**config.mk**
```make
export PLATFORM = sky130hd
export DESIGN_NAME = alfl_ram
export DESIGN_NICKNAME = d
export VERILOG_FILES = /design/src/hdl/alfl_ram.sv
export SDC_FILE = /design/constraint.sdc
export NUM_CORES = 1
export LEC_CHECK = 0
export ABC_AREA = 1
export BUFFER_PORTS_ARGS = -buffer_cell sky130_fd_sc_hd__buf_4
export CORE_MARGIN = 2
export CORE_UTILIZATION = 40
export CTS_CLUSTER_SIZE = 24
export DETAILED_ROUTE_END_ITERATION = 7
export PLACE_DENSITY_LB_ADDON = 0.3
export SKIP_LAST_GASP = 1
export SLEW_MARGIN = 20
export SYNTH_ARGS = -nofsm -noshare
export SYNTH_HDL_FRONTEND = slang
export SYNTH_SLANG_ARGS = --single-unit
```
**constraint.sdc**
```tcl
create_clock -name clk_i -period 2.8 [get_ports clk_i]
set_input_delay 0.14 -clock clk_i [delete_from_list [all_inputs] [get_ports clk_i]]
set_output_delay 0.14 -clock clk_i [all_outputs]
set_load 0.01 [all_outputs]
```
**src/hdl/alfl_ram.sv**
```systemverilog
// ============================================================================
// alfl_ram: generic single-port-write, single-port-read RAM
// One write and one read per cycle; the read data is registered.
// ============================================================================
module alfl_ram #(
  parameter int unsigned WIDTH = 8,
  parameter int unsigned DEPTH = 64
) (
  input  logic                     clk_i,
  input  logic                     we_i,
  input  logic [$clog2(DEPTH)-1:0] waddr_i,
  input  logic [WIDTH-1:0]         wdata_i,
  input  logic [$clog2(DEPTH)-1:0] raddr_i,
  output logic [WIDTH-1:0]         rdata_o
);

  logic [WIDTH-1:0] mem_q [DEPTH];
  logic [WIDTH-1:0] rdata_q;

  always_ff @(posedge clk_i) begin
    if (we_i) begin
      mem_q[waddr_i] <= wdata_i;
    end
    rdata_q <= mem_q[raddr_i];
  end

  assign rdata_o = rdata_q;

endmodule

```
# --- Word level (Yosys, flattened, before mapping) ---
# Memory sizes are Yosys's and may differ from the RTL's. A register that Yosys moved wholly into a read port is not among the register bits.
# Cells that the tools add are included.
totals:
  ff_bits: 0
  ram_bits: 512
  input_bits: 22
  n_memories: 1
mem_list:
  columns: ["name", "depth", "width", "rd", "rd_clocked_by_memory_dff", "wr", "line", "source"]
  rows:
  - ["mem_q", 64, 8, 1, 1, 1, "17", "logic [WIDTH-1:0] mem_q [DEPTH];"]
op_classes:
  n_mux: 2
ops:
  columns: ["cell", "count"]
  rows:
  - ["$mux W1", 2]

# --- Depth between registers and ports, before layout ---
# Gate-level depths: netlist of run 1.
logic_depth:
  word_depth: 2
  depth_mapped: 12
  ltp_nobuf: 9

# --- Worst setup path after synthesis of run 1 ---
# No wires, ideal clock.
synth_path:
  path_kind: "in2reg"
  start: "in we_i"
  end: "mem mem_q[48][0] (enable)"
  setup_time_ps: 395
  t_arrival_ps: 1511
  required_ps: 2405
  path_slack_ps: 894
  path_stages: 3
  path_buffers: 1
  cell_sequence: "clkbuf_1 > nand4_1 > nor4_1"
synth_between:
  elab_chain_cells: 2
synth_lines:
  columns: ["item", "line", "source"]
  rows:
  - ["start, declared", "10", "input logic we_i,"]
  - ["$mux W1", "21", "if (we_i) begin"]
  - ["$mux W1 (implied by the code)", "22", "mem_q[waddr_i] <= wdata_i;"]
  - ["end, declared", "17", null]
# Every way passes these cells.

# --- Final worst setup path of run 1 ---
layout_path:
  start: "in waddr_i[0]"
  end: "mem mem_q[42][3] (enable)"
layout_rtl:
  columns: ["item", "line", "source"]
  rows:
  - ["start, declared", "11", "input logic [$clog2(DEPTH)-1:0] waddr_i,"]
# No word-level cell before the write port.

==> flow_summary.toml, run 1 <==
[status]
outcome = "complete, no violations"

[place]
gp_congestion = 0.820
dpl.hpwl_microns = 29500
place_ws_ns = 0.649
io_buffers = 29

[die]
rows = 84
fp.dieH_microns = 235
die_x_microns = 235
initial_utilization_pct = 40.5
dieArea_sq_mm = 0.0552
coreArea_sq_mm = 0.0527
ioPinCount = 30

[global_route]
grt_use_total_pct = 18.8
grt_overflow = 0
antenna_found_initial = 2
grt_max_degree = 157
first_global_vias = 12900
grt_pass1_wl_microns = 79200

[cells_and_area]
diodes = 0
post-route-util_pct = 45.9
multi_input_area_sq_mm = 0.00495
fill_cells = 4730
drive_gt1_share_pct = 9.99
fin_nets = 1870
layout.area.seq_sq_mm = 0.0155
areaGrowthSynthToFinish_pct = 13.2

[logic_synthesis]
syn_nets = 1827
synth_warnings = 0
yosysTopAreaCell = "edfxtp_1"
synth.distinct_cells = 16
synthMuxAreaShare_pct = 0
synthAdderAreaFrac_pct = 0
synth-xor-area-share_pct = 0
synth_top_family_by_area = "simple AND/OR/NAND/NOR gates"
seq_area_frac_synth_pct = 72.8
synth_compound_area_share_pct = 0
synth_seq_cells = 520
synth_area_sq_mm = 0.0213
synth_top_area_share_pct = 72.0
avgSynthCellArea_sq_um = 11.8
netlist_instances = 1805
synth-simple-area-share_pct = 23.2
synth_area_leaders = "edfxtp_1, nand2_1, nand3_1, buf_6, nor2_1"

[sta]
min_period_over_period_pct = 57.1
postLayoutSetupSlackWorst_ns = 1.20
hold_viol = 0
timing.hold.ws_ns = 0.0820
fin_crit_ns = 1.60
slew_violations = 0
final.setup.tns_ns = 0
slew_headroom_pct = 42.9
tightest_slew_ns = 0.857
fin_worst_skew_ns = 0.0221
rsz0062_at_grt = "no"
setup_viol = 0
fmax_mhz = 625

[power_and_ir_drop]
power_mw = 17.2
p_per_area_mw_per_mm2 = 712
power_leakage_nw = 8.74
ir_drop_mv = 0.430

[flow_run]
drv_cap = 0

[critical_path]
cp.required_ns = 3.03
worstSetupEndpointType = "flop"
slowest_stage = "nor2_1"
critPathKind = "primary input to flop"
critical_path_arrival_ns = 1.83
worst-path-buf-inv = 2
critPathMaxStageDelay_ns = 0.77
cp-start-kind = "primary input"
crit_chain = "buf_4, inv_1, nand4_1, nor2_1"
r2r_setup_slack_ns = 1.41
cp_max_fo = 9
crit_family = "simple AND/OR/NAND/NOR gates"

[clock_network]
post_cts_buffers = 0
htree_levels = 2
clk_path_buf_depth = 3
cts_tree = "done"
clock_latency_ns = 0.60
cts_resized = 0
numCtsBuffers = 52
cts-root-buf = "clkbuf_16"
cts_sinks = 520
clk_pin_slew_ns = 0.06

[route]
vias = 13700
routed_wl_microns = 52800
viasPerCell = 5.29
ant_nets = 0
drc_errors = 0
drt_first_pass_iters = 5
first_iter_violations = 1434
post_drt_wl_per_cell_microns = 20.5

[min_path]
hold_path_class = "primary input to flop"
-- cell usage after synthesis (all sizes together) --
cell type / count
nand2: 648
edfxtp: 512
nand3: 439
buf: 98
nor2: 56
clkbuf: 15
inv: 12
nand4: 9
dfxtp: 8
nor4: 8
-- per-layer routing --
| metal | GRT usage, % | up-vias | wire (microns) | part of all wire [%] |
|---|---|---|---|---|
| li1 | - | 6443 | - | - |
| met1 | 27.0 | 6559 | 23100 | 44 |
| met2 | 29.0 | 547 | 24000 | 45 |
| met3 | 3.61 | 104 | 4410 | 8.4 |
| met4 | 5.87 | 4 | 1270 | 2.4 |
| met5 | 0 | - | 27 | 0.051 |
-- worst min-delay path, stage by stage --
cell and delay (ns):
buf_4 0.13, nor4_1 0.06, buf_4 0.17
-- cell families after synthesis --
family	Yosys count
flops	520
simple gates	1160
buf+inv	125
-- through the flow --
step | cell area (sq um) | std cells
after CTS | 24200 | 2580
final | 24200 | 2580
after global placement | 22300 | 2480
after global routing | 24200 | 2580
after floorplan | 21300 | 1805
after detailed placement | 22300 | 2480
-- worst paths after layout --
kind / startpoint / to / depth (start not counted)
setup / recovery: waddr_i[0] / mem_q[42][3] / 4
hold / removal: waddr_i[2] / mem_q[51][4] / 3
setup reg to reg: mem_q[2][7] / rdata_o[7] / 8
hold reg to reg: mem_q[37][5] / rdata_o[5] / 8
-- cell type report --
class	instances	share of cell area, %
clock buffer	61	5.83
sequential	520	64.3
timing repair buffer	102	3.67
multi-input combinational	1160	20.5
inverter	12	0.218
clock inverter	37	1.94
tap	688	3.56
-- cell usage in the layout (no fill, tap or decap), types with 9 or more instances in the layout --
cell type / count
nand2_1: 648
edfxtp_1: 512
nand3_1: 439
buf_4: 90
nor2_1: 56
clkbuf_16: 54
clkinv_2: 15
bufinv_16: 11
inv_1: 9
nand4_1: 9
buf_12: 9
-- power breakdown --
part           leakage, nW  total, mW  switching (mW)  internal [mW]
combinational         3.13       1.01           0.749          0.266
sequential            4.67       8.64          0.0244           8.62
clock                0.930       7.55            2.95           4.60
-- what timing repair did --
item	CTS	global route
hold endpoints to repair	8	0
hold buffers	2	0
endpoints found under the setup margin	0	0
-- registers in the layout (all words and copies together), names as in the netlist --
register  cells
rdata_o       8
mem_q       512
(Power assumes the default switching activity.)
==> run 2: changes to the inputs <==
==> constraint.sdc (replaced) <==
create_clock -name clk_i -period 1.4 [get_ports clk_i]
set_input_delay 0.07 -clock clk_i [delete_from_list [all_inputs] [get_ports clk_i]]
set_output_delay 0.07 -clock clk_i [all_outputs]
set_load 0.01 [all_outputs]
==> run 2 against run 1 <==
  * Clock-buffer cell count increased by 5
  * Register-to-register slack worse by 1.3 ns
  * Sequential power up 100%
  * Combinational power is 130% higher
  * Critical path depth up 4
  * Highest routed layer is now met4
==> flow_summary.toml, run 2 (synthesized netlist as in run 1, its figures left out) <==
[sta]
final.setup.tns_ns = 0
min_period_over_period_pct = 94.4
setup_viol = 0
timing.hold.ws_ns = 0.0218
slew_headroom_pct = 42.4
fin_crit_ns = 1.32
postLayoutSetupSlackWorst_ns = 0.0791
tightest_slew_ns = 0.865
rsz0062_at_grt = "yes"
fin_worst_skew_ns = 0.0217
slew_violations = 0
fmax_mhz = 757
hold_viol = 0

[critical_path]
r2r_end = "rdata_o[5]"
critPathMaxStageDelay_ns = 0.37
cp.required_ns = 1.88
worstSetupEndpointType = "flop"
cp-start-kind = "flop"
cp_max_fo = 1
crit_chain = "nand2_1, nand3_1, nand3_1, nand2_1, nand2_1, nand3_1, nand3_1, nand2_1"
regToRegStartpoint = "mem_q[18][5]"
critPathKind = "flop to flop"
r2r_setup_slack_ns = 0.08
critical_path_arrival_ns = 1.80
crit_start = "mem_q[18][5]"
slowest_stage = "edfxtp_1"
worstRegToRegCells = 8

[clock_network]
clock_latency_ns = 0.60
clk_pin_slew_ns = 0.06
cts_sinks = 520
cts_tree = "done"
post_cts_buffers = 0
clk_path_buf_depth = 3
htree_levels = 2
cts-root-buf = "clkbuf_16"
numCtsBuffers = 50

[global_route]
grt_overflow = 0
grt_pass1_wl_microns = 83800
grt_use_total_pct = 19.8
antenna_found_initial = 0
first_global_vias = 13600
grt_max_degree = 65

[cells_and_area]
top_register = "mem_q"
final_cells = 2675
diodes = 0
fill_cells = 4625
post-route-util_pct = 47.9
areaGrowthSynthToFinish_pct = 18.2
mostFrequentLayoutCell = "nand2_1"
layout.cells.most_common_list = "nand2_1, edfxtp_1, nand3_1, buf_4, clkbuf_16"
fin_nets = 1969
largest_register_ffs = 512
drive_gt1_share_pct = 15.6

[route]
vias = 14100
post_drt_wl_per_cell_microns = 20.7
ant_nets = 0
viasPerCell = 5.26
routed_wl_microns = 55300
drt_first_pass_iters = 5
drc_errors = 0
first_iter_violations = 1487

[place]
io_buffers = 29
dp_cells = 2578
place_ws_ns = -0.262
gp_congestion = 0.829
dpl.hpwl_microns = 34100

[die]
ioPinCount = 30
coreArea_sq_mm = 0.0527
fp.dieH_microns = 235
initial_utilization_pct = 40.5
die_x_microns = 235
dieArea_sq_mm = 0.0552
rows = 84

[min_path]
min_to = "rdata_o[4]"
hp-start = "raddr_i[4]"
holdPathStages = 6
hold_path_class = "primary input to flop"

[flow_run]
drv_cap = 0

[power_and_ir_drop]
ir_drop_mv = 0.854
p_per_area_mw_per_mm2 = 1290
power_leakage_nw = 9.20

[status]
outcome = "complete, no violations"
-- run 2: cell types whose count changed in the layout (fill, tap and decap cells not counted), sizes merged --
cell         previous run  this run
clkinv                 25        20
buf                   100       197
clkinvlp                1         3
clkbuf                 61        67
inv                    12        13
dlygate4sd3             2         5
bufinv                 11         2
-- run 2: how the worst max path moves through the flow --
stage                   endpoint  slack, ns
finish                rdata_o[5]       0.08
global route          rdata_o[3]     -0.006
CTS                   rdata_o[1]       0.07
detailed placement    rdata_o[1]      -0.26
global placement      rdata_o[1]      -0.24
floorplan           mem_q[48][0]      -0.22
-- run 2: cell type report --
type / count / area, sq um / area share (%)
flip-flops and latches: 520 / 15500 / 61.6
multi-input cells: 1160 / 5130 / 20.3
repair buffers: 203 / 2080 / 8.25
clock buffers: 66 / 1370 / 5.44
well taps: 688 / 861 / 3.41
clock inverters: 26 / 191 / 0.759
inverters: 12 / 56.3 / 0.223
-- run 2: through the flow --
| step | total power, mW | instance area, sq um |
|---|---|---|
| 5_1_grt | 33.6 | 25200 |
| 2_1_floorplan | 18.8 | 21500 |
| 6_report | 32.6 | 25200 |
| 4_1_cts | 32.8 | 25200 |
| 3_3_place_gp | 19.9 | 23600 |
| 3_5_place_dp | 20.0 | 23600 |
-- run 2: critical path, delay by kind of cell (launching register included) --
kind             cells  cell delay (ns)
and+or+nand+nor      8             0.86
DFF                  1             0.37
-- run 2: where the power goes --
group	switching, mW	internal [mW]	total [mW]
Clock	5.67	7.27	12.9
Sequential	0.0527	17.2	17.3
Combinational	1.60	0.756	2.36
Total	7.33	25.3	32.6
-- run 2: timing repair --
item                                    4_1_cts  5_1_grt
hold endpoints to repair                     90        0
endpoints found under the setup margin        0        4
gates resized for setup                       0        4
hold buffers                                  5        0
-- run 2: metal layers --
| metal | global-route usage (%) | vias to the layer above | share of wire, % |
|---|---|---|---|
| li1 | - | 6638 | - |
| met1 | 27.9 | 6892 | 44 |
| met2 | 31.4 | 451 | 47 |
| met3 | 4.09 | 84 | 7.3 |
| met4 | 5.31 | 0 | 2.4 |
| met5 | 0 | - | 0 |
